### config.mk
export PLATFORM = sky130hd
export DESIGN_NAME = ipd_cmd_queue
export DESIGN_NICKNAME = d
export VERILOG_FILES = /design/src/hdl/ipd_pkg.sv /design/src/hdl/ipd_cmd_queue.sv
export SDC_FILE = /design/constraint.sdc
export NUM_CORES = 1
export LEC_CHECK = 0
export ABC_AREA = 1
export BUFFER_PORTS_ARGS = -buffer_cell sky130_fd_sc_hd__buf_2
export CAP_MARGIN = 20
export CORE_MARGIN = 3
export CORE_UTILIZATION = 50
export DETAILED_ROUTE_END_ITERATION = 7
export PLACE_DENSITY = 0.8
export SLEW_MARGIN = 20
export SYNTH_ARGS = -nofsm -noshare
export SYNTH_HDL_FRONTEND = slang
export SYNTH_SLANG_ARGS = --single-unit
### constraint.sdc
create_clock -name clk -period 2.5 [get_ports clk]
set_input_delay 0.125 -clock clk [delete_from_list [all_inputs] [get_ports clk]]
set_output_delay 0.125 -clock clk [all_outputs]
set_load 0.01 [all_outputs]
### src/hdl/ipd_pkg.sv
`timescale 1ns / 1ps
`default_nettype none

package ipd_pkg;

	localparam int PIX_W        = 8;
	localparam int CFG_IDX_W    = 1;
	localparam int CFG_DATA_W   = 13;
	localparam int WIDTH_REG_W  = 11;
	localparam int HEIGHT_REG_W = 13;
	localparam int ROW_W        = 12;
	localparam int HEIGHT_LIMIT = 4096;
	localparam int CMD_Q_DEPTH  = 4;
	localparam int OUT_Q_DEPTH  = 4;

	// 3x3 window geometry
	localparam int WIN_DIM    = 3;
	localparam int WIN_TAPS   = 9;
	localparam int WIN_CENTER = 4;

	localparam logic REQ_PIXEL = 1'b0;
	localparam logic REQ_DRAIN = 1'b1;

	localparam logic [CFG_IDX_W-1:0] CFG_FRAME_WIDTH  = 1'd0;
	localparam logic [CFG_IDX_W-1:0] CFG_FRAME_HEIGHT = 1'd1;

	localparam logic [WIDTH_REG_W-1:0]  WIDTH_RESET  = 11'd320;
	localparam logic [HEIGHT_REG_W-1:0] HEIGHT_RESET = 13'd240;

	typedef struct packed {
		logic             req_type;
		logic [PIX_W-1:0] pixel_index;
	} req_t;

	typedef struct packed {
		logic [PIX_W-1:0] out_pixel;
		logic             frame_end;
	} res_t;

	typedef enum logic [1:0] {
		CMD_ROW0,
		CMD_PIXEL,
		CMD_DRAIN
	} cmd_kind_t;

	typedef struct packed {
		cmd_kind_t kind;
		logic      first;
		logic      last;
		logic      frame_end;
	} cmd_ctl_t;

endpackage

`default_nettype wire

### src/hdl/ipd_cmd_queue.sv
`timescale 1ns / 1ps
`default_nettype none

module ipd_cmd_queue #(
	parameter int DATA_W = 8
) (
	input  wire logic              clk,
	input  wire logic              arst_n,
	input  wire logic              wr_valid,
	output logic                   wr_ready,
	input  wire logic [DATA_W-1:0] wr_data,
	output logic                   rd_valid,
	input  wire logic              rd_ready,
	output logic [DATA_W-1:0]      rd_data
);

	localparam int DEPTH = ipd_pkg::CMD_Q_DEPTH;
	localparam int PTR_W = $clog2(DEPTH);
	localparam int CNT_W = $clog2(DEPTH + 1);

	logic [DATA_W-1:0] slot_q [DEPTH];
	logic [PTR_W-1:0]  wp_q;
	logic [PTR_W-1:0]  rp_q;
	logic [CNT_W-1:0]  cnt_q;
	logic              do_wr;
	logic              do_rd;

	function automatic logic [PTR_W-1:0] ptr_inc(input logic [PTR_W-1:0] p);
		return (p == PTR_W'(DEPTH - 1)) ? '0 : p + PTR_W'(1);
	endfunction

	assign wr_ready = (cnt_q != CNT_W'(DEPTH));
	assign rd_valid = (cnt_q != '0);
	assign rd_data  = slot_q[rp_q];
	assign do_wr    = wr_valid && wr_ready;
	assign do_rd    = rd_valid && rd_ready;

	always_ff @(posedge clk) begin
		if (do_wr) begin
			slot_q[wp_q] <= wr_data;
		end
	end

	always_ff @(posedge clk or negedge arst_n) begin
		if (!arst_n) begin
			wp_q  <= '0;
			rp_q  <= '0;
			cnt_q <= '0;
		end else begin
			if (do_wr) begin
				wp_q <= ptr_inc(wp_q);
			end
			if (do_rd) begin
				rp_q <= ptr_inc(rp_q);
			end
			cnt_q <= cnt_q + CNT_W'(do_wr) - CNT_W'(do_rd);
		end
	end

endmodule

`default_nettype wire

# Word-level counts from Yosys, hierarchy flattened

Memories as Yosys holds them, arrays and structs flattened.
Cells that the tools add are included.

Register bits: 7
Bits in latches: 0
RAM bits: 32
Memory bits (read-only): 0
Input port bits: 12
Output and inout port bits: 10
Logic and storage cells: 18
Memories: 1

$add $sub $neg: 4
$mul: 0
Divide/modulo/power cells: 0
Magnitude comparators: 0
Eq/ne operators: 3
Shifts and indexed selects: 0
Muxes and demuxes: 4
Bitwise logic cells: 0
Reductions and logical operators: 3

Memories:

| memory | words | width | read ports | clocked after Yosys merged registers in | wr ports | line                | RTL |
|---|---|---|---|---|---|---|---|
| slot_q | 4     | 8     | 1          | 0                                       | 1        | ipd_cmd_queue.sv:21 | `logic [DATA_W-1:0] slot_q [DEPTH];` |

Operator list:

| kind                                        | number |
|---|---|
| adder 2 x 1 -> 2 bit, second input constant | 2 |
| == test 2 bit, second input constant        | 2 |
| 2-to-1 mux 2 bit                            | 2 |
| adder 3 x 1 -> 3 bit                        | 1 |
| != test 3 bit, second input constant        | 1 |
| nonzero test 3 bit                          | 1 |
| subtractor 3 x 1 -> 3 bit                   | 1 |
| logical AND 1 bit                           | 2 |
| 2-to-1 mux 1 bit                            | 2 |

# Logic depth before layout (Yosys ltp)

Word-level depth: 4
Depth in mapped cells: 12
Mapped depth without buffers: 12

# Worst setup path after synthesis

No wires, ideal clock.

Kind: register to register
Start point: register cnt_q[1]
End point: register cnt_q[1]
Data arrival time: 1.786 ns
Path slack: 0.600 ns
Cell stages (with the launch flop): 11
Cells stage by stage: dfrtp_1 > nor2_4 > nand2_2 > nand2_2 > inv_1 > ha_1 > inv_1 > ha_1 > inv_1 > fa_1 > inv_1

Elaborated cells on any way between the ends: 6
Classes of those cells: 2 x add/sub; 1 x eq/ne; 3 x reduce/logical

RTL lines:

| what                      | line                | RTL |
|---|---|---|
| start, declared           | ipd_cmd_queue.sv:24 | `logic [CNT_W-1:0] cnt_q;` |
| start signal, assigned    | ipd_cmd_queue.sv:56 | `cnt_q <= cnt_q + CNT_W'(do_wr) - CNT_W'(do_rd);` |
| nonzero test 3 bit        | ipd_cmd_queue.sv:33 | `assign rd_valid = (cnt_q != '0);` |
| via rd_valid              | ipd_cmd_queue.sv:12 | `output logic rd_valid,` |
| logical AND 1 bit         | ipd_cmd_queue.sv:36 | `assign do_rd = rd_valid && rd_ready;` |
| via do_rd                 | ipd_cmd_queue.sv:26 | `logic do_rd;` |
| subtractor 3 x 1 -> 3 bit | ipd_cmd_queue.sv:56 |  |

The timed path passes the listed nets, and every way through them passes these cells.
A chain may end at the register's enable or synchronous reset.

# Worst setup path after layout

Start point: register cnt_q[1]
End point: register cnt_q[1]

Elaborated cells on any way between the ends: 6
Classes of those cells: 2 x add/sub; 1 x eq/ne; 3 x reduce/logical

RTL lines:

| what                      | line |
|---|---|
| nonzero test 3 bit        | ipd_cmd_queue.sv:33 |
| logical AND 1 bit         | ipd_cmd_queue.sv:36 |
| via do_rd                 | ipd_cmd_queue.sv:26 |
| subtractor 3 x 1 -> 3 bit | ipd_cmd_queue.sv:56 |

The timed path passes the listed nets, and every way through them passes these cells.

==> out/qor.txt <==
outcome: finished clean
Worst Hold End: rp_q[1]
Worst Setup Path Type: flip-flop to flip-flop
Worst Clk Skew: 0.0126 ns
Ys Warns: 0
most frequent CP cell: inv_1
vias in the first global route: 1132
largest net degree at the start of global routing: 21
H-tree Lvls: 2
# diodes: 0
asr flop ratio synth: 0.179
Yosys reg bits: 39
antenna violations before repair: 0
most common cell in the netlist: nand2_1
maximum VDD drop: 0.000529 V
Final Cycle Share: 0.787
top cells by area, synth: edfxtp_1, dfrtp_1, nand2_1
Mapped Nets: 169
GPL Wtd Cong: 0.733
Worst Path Buf+Inv: 4
Arr. time, crit path: 2.23 ns
Slew HR: 0.612
max-slew violation count: 0
Top delay family on crit path: adder cells
Synth Instances: 149
layout cells sized above 1: 0.209
worst skew pair latency: 0.35 ns
drt drc: 0
area of the core: 0.00320 sq mm
worst reg-to-reg path cell count: 10
syn_area_per_cell: 11.9 sq um
max-cap viol count: 0
Slowest Stage Delay on Critical Path: 0.49 ns
Initial Util: 0.552
Max clock buf depth: 2
CTS Root Cell: clkbuf_4
Setup TNS Final: 0 ns
hold_ws: 0.0439 ns
RR Endpoint: cnt_q[1]
grt ovf: 0
top-area cell type share of the netlist area: 0.544
IO Pins: 22
vias per cell: 4.74
worst r2r src: cnt_q[1]
HP Class: input pin to flip-flop
Overall Global Routing Usage: 0.161
slowest CP cell: dfrtp_1
crit start category: flip-flop
first-pass GRT wire length: 5000 microns
Commonest cells post-synth: nand2_1, edfxtp_1, inv_1, o211ai_1
Die Height: 65.4 microns
Die Wd: 65.4 microns
DRT Pass-1 Iters: 4
dominant cell type by area after synthesis: edfxtp_1
Yosys cell types: 15
P_leak: 0.932 nW
CP required: 2.76 ns
clock-pin slew on the worst setup and hold paths: 0.12 ns
R2R Setup Slk: 0.53 ns
unrepaired setup endpoints after global routing: no
antenna viol nets, final: 0
nets: 206
crit end category: flip-flop
hold_sp: rd_ready
die footprint: 0.00428 sq mm
hold_buf cts: 9
Seq/Total Area, Yosys: 0.643
Max FO, Critical Path: 4
number of flops mapped to enable cells by yosys: 32
Post-Syn Area: 0.00177 sq mm
cts repair resizes: 0
DR WL/cell: 12.4 microns
CTS tree: yes
Worst Hold Path Cells: 3
cell area power density: 1130 mW/mm^2
row count: 20
Final Setup Violations: 0
worst path cell trace: nor2_4 > nand2_2 > nand2_2 > inv_1 > ha_1 > inv_1 > ha_1 > inv_1 > fa_1 > inv_1
Post-Route WL: 2860 microns
IO Port Bufs: 21
DR iter-0 viols: 42
Num CTS Buffers: 5
Post-CTS Setup Inserts: 0
Detail Placement HPWL: 1920 microns
Final Hold Viols: 0
clk sinks: 39
top_reg_cell synth: edfxtp_1
Worst-Margin Slew: 0.582 ns
Achievable Freq: 0.508 GHz
area delta synth->final: 19.1%
DR vias: 1096
final worst path period need: 1.97 ns
==> sequential cells by signal (all words and copies together), names as in the netlist <==
register	flops
wp_q	2
slot_q	32
cnt_q	3
rp_q	2
==> metrics by stage <==
stage | cells | cell area (sq um) | util | setup WS, ns | power, W
2_1_floorplan | 149 | 1770 | - | 0.600 | 0.00163
3_3_place_gp | 214 | 1910 | 0.596 | 0.593 | 0.00180
3_5_place_dp | 214 | 1910 | 0.596 | 0.542 | 0.00186
4_1_cts | 231 | 2100 | 0.657 | 0.517 | 0.00240
5_1_grt | 231 | 2100 | 0.657 | 0.349 | 0.00256
6_report | 231 | 2100 | 0.657 | 0.531 | 0.00237
==> layout by cell type, fill, tap and decap left out <==
cell / synthesis / routed
nor2_1: 6 / 6
edfxtp_1: 32 / 32
buf_4: 0 / 5
dlygate4sd3_1: 0 / 9
nand2_1: 35 / 35
bufinv_16: 0 / 2
xor2_1: 1 / 1
xnor2_1: 1 / 1
fa_1: 1 / 1
nand2_4: 2 / 2
dfrtp_1: 7 / 7
nand3_1: 4 / 4
nand2_2: 2 / 2
clkinvlp_4: 0 / 1
nor2_4: 1 / 1
inv_1: 29 / 29
buf_2: 0 / 21
clkbuf_4: 0 / 5
ha_1: 7 / 7
o211ai_1: 16 / 16
==> layout make-up <==
type | instances | area [sq um]
clock buffer | 5 | 37.5
clock inverter | 3 | 67.6
fill | 253 | 1100
inverter | 29 | 109
multi-input combinational | 76 | 465
sequential | 39 | 1140
tap | 44 | 55.1
timing repair buffer | 35 | 233
==> report_power, final <==
part	internal, W	switching, W	leakage, nW	total (W)
Sequential	0.000872	0.000153	0.377	0.00102
Combinational	0.000345	0.000479	0.503	0.000823
Clock	0.000311	0.000212	0.0514	0.000523
==> routing by layer <==
layer	wire, microns	GRT usage	vias up
li1	-	-	564
met1	1210	0.185	506
met2	1480	0.273	19
met3	119	0.0513	7
met4	46	0.0725	0
met5	0	0	-
==> tightest hold or removal path, delay by kind of cell <==
kind | cells | cell delay (ns)
and+or+nand+nor | 2 | 0.13
buffers and inverters | 1 | 0.11
==> worst max-delay path by stage <==
stage	endpoint	slack (ns)	from	depth (start not counted)
after floorplan	cnt_q[1]	0.60	cnt_q[1]	10
after global placement	cnt_q[1]	0.59	cnt_q[1]	10
after detailed placement	cnt_q[2]	0.54	cnt_q[1]	11
after CTS	cnt_q[2]	0.52	cnt_q[1]	12
after global routing	cnt_q[2]	0.35	cnt_q[1]	12
final	cnt_q[1]	0.53	cnt_q[1]	10
==> kinds of logic (layout without fill, tap and decap cells) <==
| logic type | after synthesis | in the layout | synth area share |
|---|---|---|---|
| buffers and inverters | 34 | 72 | 0.0935 |
| AO/OA/AOI/OAI | 16 | 16 | 0.0680 |
| XOR/XNOR | 2 | 2 | 0.00992 |
| AND/OR/NAND/NOR | 50 | 50 | 0.125 |
| flip-flops | 39 | 39 | 0.643 |
| adder cells (fa/ha/maj) | 8 | 8 | 0.0609 |
No activity file was read; power rests on OpenSTA's default activity.
