==> config.mk <==
export PLATFORM = sky130hd
export DESIGN_NAME = ipd_front
export DESIGN_NICKNAME = d
export VERILOG_FILES = /design/src/hdl/ipd_pkg.sv /design/src/hdl/ipd_front.sv
export SDC_FILE = /design/constraint.sdc
export NUM_CORES = 1
export LEC_CHECK = 0
export ABC_CLOCK_PERIOD_IN_PS = 4200
export BUFFER_PORTS_ARGS = -buffer_cell sky130_fd_sc_hd__clkbuf_2
export CAP_MARGIN = 10
export CORE_UTILIZATION = 59
export DETAILED_ROUTE_END_ITERATION = 10
export PLACE_DENSITY = 0.83
export REMOVE_ABC_BUFFERS = 1
export SLEW_MARGIN = 30
export SYNTH_ARGS = -nofsm -noshare
export SYNTH_HDL_FRONTEND = slang
export SYNTH_SLANG_ARGS = --single-unit
==> constraint.sdc <==
create_clock -name clk -period 4.2 [get_ports clk]
set_input_delay 0.42 -clock clk [delete_from_list [all_inputs] [get_ports clk]]
set_output_delay 0.42 -clock clk [all_outputs]
set_load 0.02 [all_outputs]
==> src/hdl/ipd_pkg.sv <==
`timescale 1ns / 1ps
`default_nettype none

package ipd_pkg;

	localparam int PIX_W        = 8;
	localparam int CFG_IDX_W    = 1;
	localparam int CFG_DATA_W   = 13;
	localparam int WIDTH_REG_W  = 11;
	localparam int HEIGHT_REG_W = 13;
	localparam int ROW_W        = 12;
	localparam int HEIGHT_LIMIT = 4096;
	localparam int CMD_Q_DEPTH  = 4;
	localparam int OUT_Q_DEPTH  = 4;

	// 3x3 window geometry
	localparam int WIN_DIM    = 3;
	localparam int WIN_TAPS   = 9;
	localparam int WIN_CENTER = 4;

	localparam logic REQ_PIXEL = 1'b0;
	localparam logic REQ_DRAIN = 1'b1;

	localparam logic [CFG_IDX_W-1:0] CFG_FRAME_WIDTH  = 1'd0;
	localparam logic [CFG_IDX_W-1:0] CFG_FRAME_HEIGHT = 1'd1;

	localparam logic [WIDTH_REG_W-1:0]  WIDTH_RESET  = 11'd320;
	localparam logic [HEIGHT_REG_W-1:0] HEIGHT_RESET = 13'd240;

	typedef struct packed {
		logic             req_type;
		logic [PIX_W-1:0] pixel_index;
	} req_t;

	typedef struct packed {
		logic [PIX_W-1:0] out_pixel;
		logic             frame_end;
	} res_t;

	typedef enum logic [1:0] {
		CMD_ROW0,
		CMD_PIXEL,
		CMD_DRAIN
	} cmd_kind_t;

	typedef struct packed {
		cmd_kind_t kind;
		logic      first;
		logic      last;
		logic      frame_end;
	} cmd_ctl_t;

endpackage

`default_nettype wire

==> src/hdl/ipd_front.sv <==
`timescale 1ns / 1ps
`default_nettype none

module ipd_front #(
	parameter int MAX_WIDTH  = 1024,
	parameter int PIXEL_BITS = 8,
	localparam int COL_W     = $clog2(MAX_WIDTH),
	localparam int WCNT_W    = $clog2(MAX_WIDTH + 1)
) (
	input  wire logic                              clk,
	input  wire logic                              arst_n,
	input  wire logic                              cfg_we,
	input  wire logic [ipd_pkg::CFG_IDX_W-1:0]     cfg_index,
	input  wire logic [ipd_pkg::CFG_DATA_W-1:0]    cfg_data,
	input  wire logic                              req_valid,
	output logic                                   req_ready,
	input  wire ipd_pkg::req_t                     req_data,
	output logic                                   cmd_push,
	input  wire logic                              cmd_space,
	output ipd_pkg::cmd_ctl_t                      cmd_ctl,
	output logic [COL_W-1:0]                       cmd_col,
	output logic [PIXEL_BITS-1:0]                  cmd_pix
);

	logic [ipd_pkg::WIDTH_REG_W-1:0]  width_q;
	logic [ipd_pkg::HEIGHT_REG_W-1:0] height_q;
	logic [COL_W-1:0]                 col_q;
	logic [ipd_pkg::ROW_W-1:0]        row_q;
	logic [WCNT_W-1:0]                pend_q;

	logic [WCNT_W-1:0]                wid_eff;
	logic [ipd_pkg::HEIGHT_REG_W-1:0] hgt_eff;
	logic                             accept;
	logic                             is_drain;
	logic                             pend_zero;
	logic                             row_last_col;
	logic                             frame_last_row;
	logic                             drain_last;

	always_comb begin
		if (width_q == '0) begin
			wid_eff = WCNT_W'(1);
		end else if (32'(width_q) > 32'(MAX_WIDTH)) begin
			wid_eff = WCNT_W'(MAX_WIDTH);
		end else begin
			wid_eff = WCNT_W'(width_q);
		end
		if (height_q == '0) begin
			hgt_eff = ipd_pkg::HEIGHT_REG_W'(1);
		end else if (height_q > ipd_pkg::HEIGHT_REG_W'(ipd_pkg::HEIGHT_LIMIT)) begin
			hgt_eff = ipd_pkg::HEIGHT_REG_W'(ipd_pkg::HEIGHT_LIMIT);
		end else begin
			hgt_eff = height_q;
		end
	end

	assign req_ready      = cmd_space;
	assign accept         = req_valid && req_ready;
	assign is_drain       = (req_data.req_type == ipd_pkg::REQ_DRAIN);
	assign pend_zero      = (pend_q == '0);
	assign row_last_col   = (WCNT_W'(col_q) + WCNT_W'(1)) >= wid_eff;
	assign frame_last_row =
		(ipd_pkg::HEIGHT_REG_W'(row_q) + ipd_pkg::HEIGHT_REG_W'(1)) >= hgt_eff;
	assign drain_last     = (pend_q == WCNT_W'(1));

	// drop pixels while draining, and drain ticks with nothing pending
	assign cmd_push = accept && (is_drain ? !pend_zero : pend_zero);

	always_comb begin
		if (is_drain) begin
			cmd_ctl.kind = ipd_pkg::CMD_DRAIN;
		end else if (row_q == '0) begin
			cmd_ctl.kind = ipd_pkg::CMD_ROW0;
		end else begin
			cmd_ctl.kind = ipd_pkg::CMD_PIXEL;
		end
		cmd_ctl.first     = (col_q == '0);
		cmd_ctl.last      = is_drain ? drain_last : row_last_col;
		cmd_ctl.frame_end = is_drain && drain_last;
	end

	assign cmd_col = col_q;
	assign cmd_pix = PIXEL_BITS'(req_data.pixel_index);

	always_ff @(posedge clk or negedge arst_n) begin
		if (!arst_n) begin
			width_q  <= ipd_pkg::WIDTH_RESET;
			height_q <= ipd_pkg::HEIGHT_RESET;
			col_q    <= '0;
			row_q    <= '0;
			pend_q   <= '0;
		end else begin
			if (cfg_we) begin
				if (cfg_index == ipd_pkg::CFG_FRAME_WIDTH) begin
					width_q <= cfg_data[ipd_pkg::WIDTH_REG_W-1:0];
				end else if (cfg_index == ipd_pkg::CFG_FRAME_HEIGHT) begin
					height_q <= cfg_data[ipd_pkg::HEIGHT_REG_W-1:0];
				end
			end
			if (cmd_push) begin
				if (is_drain) begin
					pend_q <= pend_q - WCNT_W'(1);
					col_q  <= drain_last ? '0 : col_q + COL_W'(1);
				end else if (row_last_col) begin
					col_q <= '0;
					// last row done: arm the drain for one row of output
					if (frame_last_row) begin
						row_q  <= '0;
						pend_q <= wid_eff;
					end else begin
						row_q <= row_q + ipd_pkg::ROW_W'(1);
					end
				end else begin
					col_q <= col_q + COL_W'(1);
				end
			end
		end
	end

endmodule

`default_nettype wire

## Word-level counts from Yosys, hierarchy flattened

Cells that the tools add are included.

- Flip-flop bits (word level): 57
- Bits in latches: 0
- Bits in writable memories: 0
- Memory bits (read-only): 0
- Input bits: 28
- Output and inout port bits: 25
- Memories kept: 0

- $add $sub $neg: 5
- Multiply operators: 0
- Div/mod/pow operators: 0
- $lt $le $gt $ge: 4
- Equality and inequality tests: 1
- Shifts and indexed selects: 0
- Muxes and demuxes: 15
- Bitwise logic cells: 2
- Reduce and logical (&&, ||, !) cells: 15

Operators with widths:

| cell | number |
|---|---|
| 11-bit 2-to-1 mux | 5 |
| 10-bit 2-to-1 mux | 3 |
| 13-bit 2-to-1 mux | 2 |
| 11-bit zero test | 2 |
| 12-bit by 1-bit adder with 13-bit output (second input constant) | 1 |
| 13-bit greater-or-equal comparator | 1 |
| 13-bit greater-than comparator (second input constant) | 1 |
| 13-bit zero test | 1 |
| 12-bit by 1-bit adder with 12-bit output (second input constant) | 1 |
| 12-bit zero test | 1 |
| 12-bit 2-to-1 mux | 1 |
| 10-bit by 1-bit adder with 11-bit output (second input constant) | 1 |
| 11-bit by 1-bit equality test with 1-bit output (second input constant) | 1 |
| 11-bit greater-or-equal comparator | 1 |
| 11-bit greater-than comparator (second input constant) | 1 |
| 11-bit by 1-bit subtractor with 11-bit output (second input constant) | 1 |
| 10-bit by 1-bit adder with 10-bit output (second input constant) | 1 |
| 10-bit zero test | 1 |
| 3-bit AND reduction | 2 |
| 2-bit AND reduction | 2 |
| 2-bit nonzero test | 2 |
| 1-bit logical AND | 3 |
| 1-bit 2-to-1 mux | 3 |
| 2-bit 2-to-1 mux | 1 |
| other kinds (2) | 3 |

## Longest topological paths before layout

Gate-level depths: netlist of run 1.

- Depth in word-level cells: 7
- Gate-level depth with buffers: 14

## Worst setup path after synthesis of run 1

No wires, ideal clock.

- Path kind: reg-to-reg
- Start: reg row_q[2] in the netlist's numbering
- End: reg pend_q[0]
- Arrival: 3.220 ns
- Required time: 4.101 ns
- Setup slack: 0.881 ns
- Stages on the path, launching flop included: 13
- Path buffers: 1
- Period minus slack after synthesis: 3.319 ns
- Cell sequence: dfrtp_1 > clkbuf_1 > nand3_1 > nor3_1 > and3_1 > xor2_1 > ha_1 > nand4_1 > or4_4 > a21oi_4 > nor2_2 > or3_1 > a311oi_1

- Word-level cells in the longest chain between the ends: 4

RTL lines:

| item | RTL line | text |
|---|---|---|
| from (decl) | ipd_front.sv:28 | `logic [ipd_pkg::ROW_W-1:0] row_q;` |
| from (signal assigned) | ipd_front.sv:111 | `row_q <= row_q + ipd_pkg::ROW_W'(1);` |
| 12-bit by 1-bit adder with 13-bit output | ipd_front.sv:63 | `(ipd_pkg::HEIGHT_REG_W'(row_q) + ipd_pkg::HEIGHT_REG_W'(1)) >= hgt_eff;` |
| 13-bit greater-or-equal comparator | ipd_front.sv:63 |  |
| 2-bit nonzero test (no line) | -- |  |
| 3-bit AND reduction (no line) | -- |  |
| to (signal assigned) | ipd_front.sv:102 | `pend_q <= pend_q - WCNT_W'(1);` |
| to (signal assigned) | ipd_front.sv:109 | `pend_q <= wid_eff;` |
| to (decl) | ipd_front.sv:29 | `logic [WCNT_W-1:0] pend_q;` |

Every way passes these cells.
A chain may end at the register's enable or synchronous reset.

==> flow_metrics.env, run 1 <==
export IMPL_post_cts_resize_count=0
export IMPL_fp_row_count=29
export IMPL_cts_buffers=9
export IMPL_p_per_area_nw_per_um2=489
export IMPL_combined_global_route_utilization_of_all_metal_layers=0.294
export IMPL_core_area_um2=6460
export IMPL_syn_area_um2=4030
export IMPL_timing_hold_worst_class="in -> async"
export IMPL_synth_lib_cells_used_distinct=61
export IMPL_share_of_the_cycle_needed_by_the_critical_path_after_routing=0.950
export IMPL_route_detailed_wl_per_inst_um=18.1
export IMPL_layout_cells_most_common="sky130_fd_sc_hd__nand2_1"
export IMPL_synth_seq_area_share=0.356
export IMPL_fin_skew_ns=0.00588
export IMPL_tightestPinTransition_ns=0.793
export IMPL_worstReg2RegStart="row_q[0]"
export IMPL_final_report_max_slew_violation_count=0
export IMPL_arrival_ns=3.57
export IMPL_chipHeight_um=84.7
export IMPL_clkSlewWorstSetupHoldPaths_ns=0.07
export IMPL_synth_flop_cell="sky130_fd_sc_hd__dfrtp_1"
export IMPL_reg2reg_depth=12
export IMPL_reg2reg_to="row_q[5]"
export IMPL_timing_final_setup_violations=0
export IMPL_worst_r2r_setup_slack_ns=0.47
export IMPL_critPathLaunchType="flip-flop"
export IMPL_async_set_reset_flop_share_out_of_synthesis=1.00
export IMPL_cp_max_fo=11
export IMPL_clkSinkCount=57
export IMPL_number_of_hold_violations_in_the_final_report=0
export IMPL_setup_tns_final_ns=0
export IMPL_number_of_enable_flip_flop_cells_after_synthesis=0
export IMPL_antenna_violating_nets_post_route=0
export IMPL_fin_nets=522
export IMPL_syn_to_final_growth_pct=9.16
export IMPL_outcome="completed"
export IMPL_grt_start_max_net_pins=58
export IMPL_slew_limit_headroom=0.470
export IMPL_fillerInstances=494
export IMPL_antennaDiodeCount=0
export IMPL_drt_drc_violations_left=0
export IMPL_p_leak_nw=2.02
export IMPL_fin_crit_period_ns=3.99
export IMPL_netlist_instances=443
export IMPL_clock_path_buffers=2
export IMPL_p_total_mw=2.15
export IMPL_placement_setup_worst_slack_ns=0.550
export IMPL_ios=53
export IMPL_detailedRoute_firstPassIterationCount=8
export IMPL_gp_congestion=0.898
export IMPL_die_area_um2=7170
export IMPL_worst_slack_ns=0.209
export IMPL_route_vias_total=3537
export IMPL_max_vdd_ir_drop_v=0.000368
export IMPL_top_achievable_clock_speed_mhz=251
export IMPL_route_final_wire_length_mm=9.89
export IMPL_rsz0062_at_grt="false"
export IMPL_antenna_found_initial=0
export IMPL_numPortBuffers=36
export IMPL_critical_path_class="reg -> out"
export IMPL_first_global_vias=3420
export IMPL_cts_repair_timing_setup_buffer_count=0
export IMPL_first_pass_grt_wire_length_mm=16.3
export IMPL_synth_seq_cells=57
export IMPL_die_width_um=84.7
export IMPL_avgSynthCellArea_um2=9.10
export IMPL_detailedRoute_firstIterationViolations=331
export IMPL_crit_required_ns=3.78
export IMPL_cts_hold_buf=0
export IMPL_hpwl_mm=7.21
export IMPL_root_buf_cell="sky130_fd_sc_hd__clkbuf_8"
export IMPL_fin_hold_ws_ns=0.225
export IMPL_drt_vias_per_instance=6.48
export IMPL_leftover_overflow_at_the_end_of_global_routing=0
export IMPL_initial_core_util=0.624
export IMPL_critical_path_endpoint_type="output pin"
export IMPL_layout_common_cells="59 x sky130_fd_sc_hd__nand2_1, 51 x sky130_fd_sc_hd__dfrtp_1, 36 x sky130_fd_sc_hd__clkbuf_2"
export IMPL_ys_warn_count=0
export IMPL_clk_insertion_delay_late_ns=0.34
export IMPL_final_layout_size_suffix_gt1_frac=0.228
export IMPL_htreeDepth=3
export IMPL_cap_violations=0
export IMPL_cts_tree="built"
layout make-up:
type	instances	area (um^2)	share of cell area
sequential	57	1430	0.326
clock inverter	6	92.6	0.0210
timing repair buffer	40	210	0.0478
inverter	14	52.6	0.0119
tap	77	96.3	0.0219
multi-input combinational	342	2390	0.542
clock buffer	10	128	0.0290
synthesized netlist by cell type, types with 5 or more instances:
library cell               count  area share
sky130_fd_sc_hd__nor4_1        9       0.014
sky130_fd_sc_hd__dfstp_2       6       0.039
sky130_fd_sc_hd__nand3_1      14       0.017
sky130_fd_sc_hd__and3_1       10       0.016
sky130_fd_sc_hd__mux2_2       22       0.061
sky130_fd_sc_hd__xor2_1        7       0.015
sky130_fd_sc_hd__buf_4        10       0.019
sky130_fd_sc_hd__clkbuf_1     12       0.011
sky130_fd_sc_hd__o31ai_1      10       0.019
sky130_fd_sc_hd__nand2_1      59       0.055
sky130_fd_sc_hd__o21ai_0      27       0.034
sky130_fd_sc_hd__a22oi_1       5      0.0093
sky130_fd_sc_hd__xnor2_1      11       0.024
sky130_fd_sc_hd__dfrtp_1      51        0.32
sky130_fd_sc_hd__nor2_1       19       0.018
sky130_fd_sc_hd__nor3_1       15       0.019
sky130_fd_sc_hd__buf_2         5      0.0062
sky130_fd_sc_hd__nand2b_1      6      0.0093
sky130_fd_sc_hd__o211ai_1     10       0.019
sky130_fd_sc_hd__nand4_1      11       0.017
sky130_fd_sc_hd__inv_1        13       0.012
sky130_fd_sc_hd__ha_1         30       0.093
sky130_fd_sc_hd__a21oi_1      13       0.016
sky130_fd_sc_hd__a21o_1        7       0.013
report_power, final:
part	switching (mW)	internal, mW
registers	0.146	0.660
clock network	0.239	0.337
logic	0.454	0.314
total	0.840	1.31
worst max-delay path, cell delays in order (launching register included):
cell	delay (ns)
sky130_fd_sc_hd__dfrtp_1	0.46
sky130_fd_sc_hd__ha_1	0.26
sky130_fd_sc_hd__nand3_1	0.12
sky130_fd_sc_hd__or2_2	0.36
sky130_fd_sc_hd__xnor2_1	0.14
sky130_fd_sc_hd__ha_1	0.32
sky130_fd_sc_hd__a21o_1	0.18
sky130_fd_sc_hd__a221o_1	0.35
sky130_fd_sc_hd__a41oi_1	0.23
sky130_fd_sc_hd__o21ai_0	0.13
sky130_fd_sc_hd__buf_4	0.18
sky130_fd_sc_hd__a21o_2	0.31
sky130_fd_sc_hd__clkbuf_2	0.19
worst max path at each step:
stage                from          to  cells past startpoint
2_1_floorplan  cmd_col[0]  cmd_ctl[1]                     10
3_3_place_gp     row_q[2]   pend_q[0]                     11
3_5_place_dp     row_q[2]   pend_q[0]                     11
4_1_cts        cmd_col[0]  cmd_ctl[1]                     12
5_1_grt        cmd_col[0]  cmd_ctl[1]                     12
6_report       cmd_col[0]  cmd_ctl[1]                     12
cells by family after synthesis:
| group | share of synthesized area |
|---|---|
| flops | 0.356 |
| simple gates | 0.235 |
| xor+xnor | 0.0391 |
| compound gates | 0.162 |
| mux | 0.0615 |
| fa+ha+maj | 0.0931 |
| buf+inv | 0.0540 |
stage by stage:
step / cell area [um^2] / util / std cells
floorplan: 3860 / - / 413
global placement: 4170 / 0.646 / 530
detailed placement: 4170 / 0.646 / 530
CTS: 4390 / 0.680 / 546
global route: 4400 / 0.681 / 546
finish: 4400 / 0.681 / 546
layer usage:
layer	routed length [um]	track usage	vias to the layer above
li1	-	-	1653
met1	4150	0.385	1675
met2	4700	0.480	189
met3	864	0.0639	20
met4	181	0.108	0
met5	0	0	-
sequential cells by signal (all words and copies together), names as in the netlist:
register and flops:
height_q 13, row_q 12, pend_q 11, width_q 11, cmd_col 10
(Power assumes the default switching activity.)
==> run 2, diff against run 1 <==
--- a/config.mk
+++ b/config.mk
@@ -6,11 +6,12 @@
 export NUM_CORES = 1
 export LEC_CHECK = 0
 export ABC_CLOCK_PERIOD_IN_PS = 4200
-export BUFFER_PORTS_ARGS = -buffer_cell sky130_fd_sc_hd__clkbuf_2
 export CAP_MARGIN = 10
-export CORE_UTILIZATION = 59
+export CORE_UTILIZATION = 64
+export CTS_CLUSTER_DIAMETER = 50
 export DETAILED_ROUTE_END_ITERATION = 10
-export PLACE_DENSITY = 0.83
+export DONT_BUFFER_PORTS = 1
+export PLACE_DENSITY = 0.82
 export REMOVE_ABC_BUFFERS = 1
 export SLEW_MARGIN = 30
 export SYNTH_ARGS = -nofsm -noshare
==> run 2 against run 1 <==
Wire length down 3.3%. Largest cell class unchanged. Global-route usage rose by 2.0 points. Hold slack got worse by 0.031 ns. Clock power increased by 1%. First-iteration DRC count down 3.0%. Count of clock-buffer cells in the layout unchanged. Sequential share of layout area increased by 1.3 points. Core utilization rose by 2.6 points.
==> flow_metrics.env, run 2 (synthesized netlist as in run 1, its figures left out) <==
export IMPL_setup_tns_final_ns=0
export IMPL_largest_reg_flops=13
export IMPL_post_cts_resize_count=0
export IMPL_number_of_hold_violations_in_the_final_report=0
export IMPL_layout_cell_area_non_filler_um2=4230
export IMPL_clkSlewWorstSetupHoldPaths_ns=0.07
export IMPL_p_total_mw=2.11
export IMPL_outcome="completed"
export IMPL_first_pass_grt_wire_length_mm=15.4
export IMPL_htreeDepth=3
export IMPL_arrival_ns=3.56
export IMPL_max_vdd_ir_drop_v=0.000356
export IMPL_die_width_um=81.4
export IMPL_crit_required_ns=3.78
export IMPL_multiInputGateArea_um2=2380
export IMPL_postPlaceCellArea_um2=3970
export IMPL_final_layout_size_suffix_gt1_frac=0.157
export IMPL_timing_hold_worst_class="in -> reg"
export IMPL_reg_top3="height_q (13), row_q (12)"
export IMPL_fin_nets=486
export IMPL_cts_buffers=9
export IMPL_cts_hold_buf=2
export IMPL_fin_hold_ws_ns=0.194
export IMPL_layout_common_cells="59 x sky130_fd_sc_hd__nand2_1, 51 x sky130_fd_sc_hd__dfrtp_1, 30 x sky130_fd_sc_hd__ha_1"
export IMPL_clk_insertion_delay_late_ns=0.35
export IMPL_route_final_wire_length_mm=9.56
export IMPL_worstReg2RegStart="row_q[0]"
export IMPL_critPathLaunchType="flip-flop"
export IMPL_startpoint="cmd_col[0]"
export IMPL_antenna_found_initial=0
export IMPL_initial_core_util=0.673
export IMPL_timing_final_setup_violations=0
export IMPL_detailedRoute_firstPassIterationCount=5
export IMPL_cp_max_fo=11
export IMPL_p_per_area_nw_per_um2=497
export IMPL_worst_r2r_setup_slack_ns=0.45
export IMPL_root_buf_cell="sky130_fd_sc_hd__clkbuf_8"
export IMPL_cap_violations=0
export IMPL_die_area_um2=6620
export IMPL_cts_tree="built"
export IMPL_core_area_um2=5990
export IMPL_route_detailed_wl_per_inst_um=18.8
export IMPL_critical_path_class="reg -> out"
export IMPL_drt_vias_per_instance=6.84
export IMPL_critical_path_endpoint_type="output pin"
export IMPL_leftover_overflow_at_the_end_of_global_routing=0
export IMPL_fin_crit_period_ns=3.98
export IMPL_detailedRoute_firstIterationViolations=321
export IMPL_cts_repair_timing_setup_buffer_count=0
export IMPL_syn_to_final_growth_pct=5.06
export IMPL_antennaDiodeCount=0
export IMPL_share_of_the_cycle_needed_by_the_critical_path_after_routing=0.949
export IMPL_top_achievable_clock_speed_mhz=251
export IMPL_crit_end="cmd_ctl[1]"
export IMPL_max_flop_register="height_q"
export IMPL_numPortBuffers=0
export IMPL_grt_start_max_net_pins=58
export IMPL_tightestPinTransition_ns=0.921
export IMPL_fin_skew_ns=0.0106
export IMPL_first_global_vias=3165
export IMPL_fillerInstances=435
export IMPL_route_vias_total=3473
export IMPL_register_area_um2=1430
export IMPL_slew_limit_headroom=0.380
export IMPL_clock_path_buffers=2
export IMPL_antenna_violating_nets_post_route=0
export IMPL_layout_cells_most_common="sky130_fd_sc_hd__nand2_1"
export IMPL_gp_congestion=0.909
export IMPL_hpwl_mm=6.79
export IMPL_final_report_max_slew_violation_count=0
export IMPL_reg2reg_to="row_q[3]"
export IMPL_drt_drc_violations_left=0
export IMPL_rsz0062_at_grt="false"
export IMPL_clkSinkCount=57
export IMPL_p_leak_nw=1.88
export IMPL_ios=53
export IMPL_chipHeight_um=81.4
export IMPL_reg2reg_depth=12
export IMPL_fp_row_count=28
export IMPL_combined_global_route_utilization_of_all_metal_layers=0.314
[run 2: cell count changes in the layout (fill, tap and decap cells not counted), sizes merged]
cell,before,now
buf,4,3
dlygate4sd3,0,1
clkbuf,46,10
[run 2: how the worst min path moves through the flow]
stage                       from     endpoint  slack, ns  cells past startpoint
floorplan                 arst_n   cmd_col[0]       0.12                      0
global placement          arst_n     row_q[3]       0.13                      0
detailed placement        arst_n     row_q[3]       0.13                      0
CTS                 cfg_data[10]  width_q[10]       0.19                      2
global route        cfg_data[10]  width_q[10]       0.20                      2
finish               cfg_data[0]   width_q[0]       0.19                      2
[run 2: layer usage]
metal,GRT usage,vias up,wire (um)
met4,0.143,0,256
met5,0,-,0
met3,0.0685,30,691
met2,0.477,188,4400
met1,0.425,1679,4210
li1,-,1576,-
[run 2: critical path, cell delays in order (launching register included)]
cell	delay [ns]
sky130_fd_sc_hd__dfrtp_1	0.56
sky130_fd_sc_hd__and3_1	0.23
sky130_fd_sc_hd__nand3_1	0.15
sky130_fd_sc_hd__or2_2	0.39
sky130_fd_sc_hd__xnor2_1	0.16
sky130_fd_sc_hd__ha_1	0.34
sky130_fd_sc_hd__and3_1	0.21
sky130_fd_sc_hd__a221o_1	0.29
sky130_fd_sc_hd__a41oi_1	0.20
sky130_fd_sc_hd__o21ai_0	0.12
sky130_fd_sc_hd__buf_4	0.18
sky130_fd_sc_hd__a21o_1	0.38
[run 2: report_power, final]
| group | total, mW | switching, mW | internal, mW |
|---|---|---|---|
| sequential | 0.842 | 0.182 | 0.659 |
| clock | 0.583 | 0.246 | 0.337 |
| combinational | 0.682 | 0.394 | 0.288 |
[run 2: area by class of cell]
cell class | instances | area share
Inverter | 14 | 0.0124
Clock buffer | 10 | 0.0301
Multi-Input combinational cell | 342 | 0.562
Tap cell | 75 | 0.0222
Clock inverter | 6 | 0.0219
Timing Repair Buffer | 4 | 0.0124
Sequential cell | 57 | 0.339
[run 2: per-stage QoR]
step | cells | util | worst slack (ns)
6_report | 508 | 0.707 | 0.216
5_1_grt | 508 | 0.707 | 0.0309
4_1_cts | 508 | 0.706 | 0.243
3_5_place_dp | 490 | 0.663 | 0.607
3_3_place_gp | 490 | 0.663 | 0.600
2_1_floorplan | 413 | - | 0.716
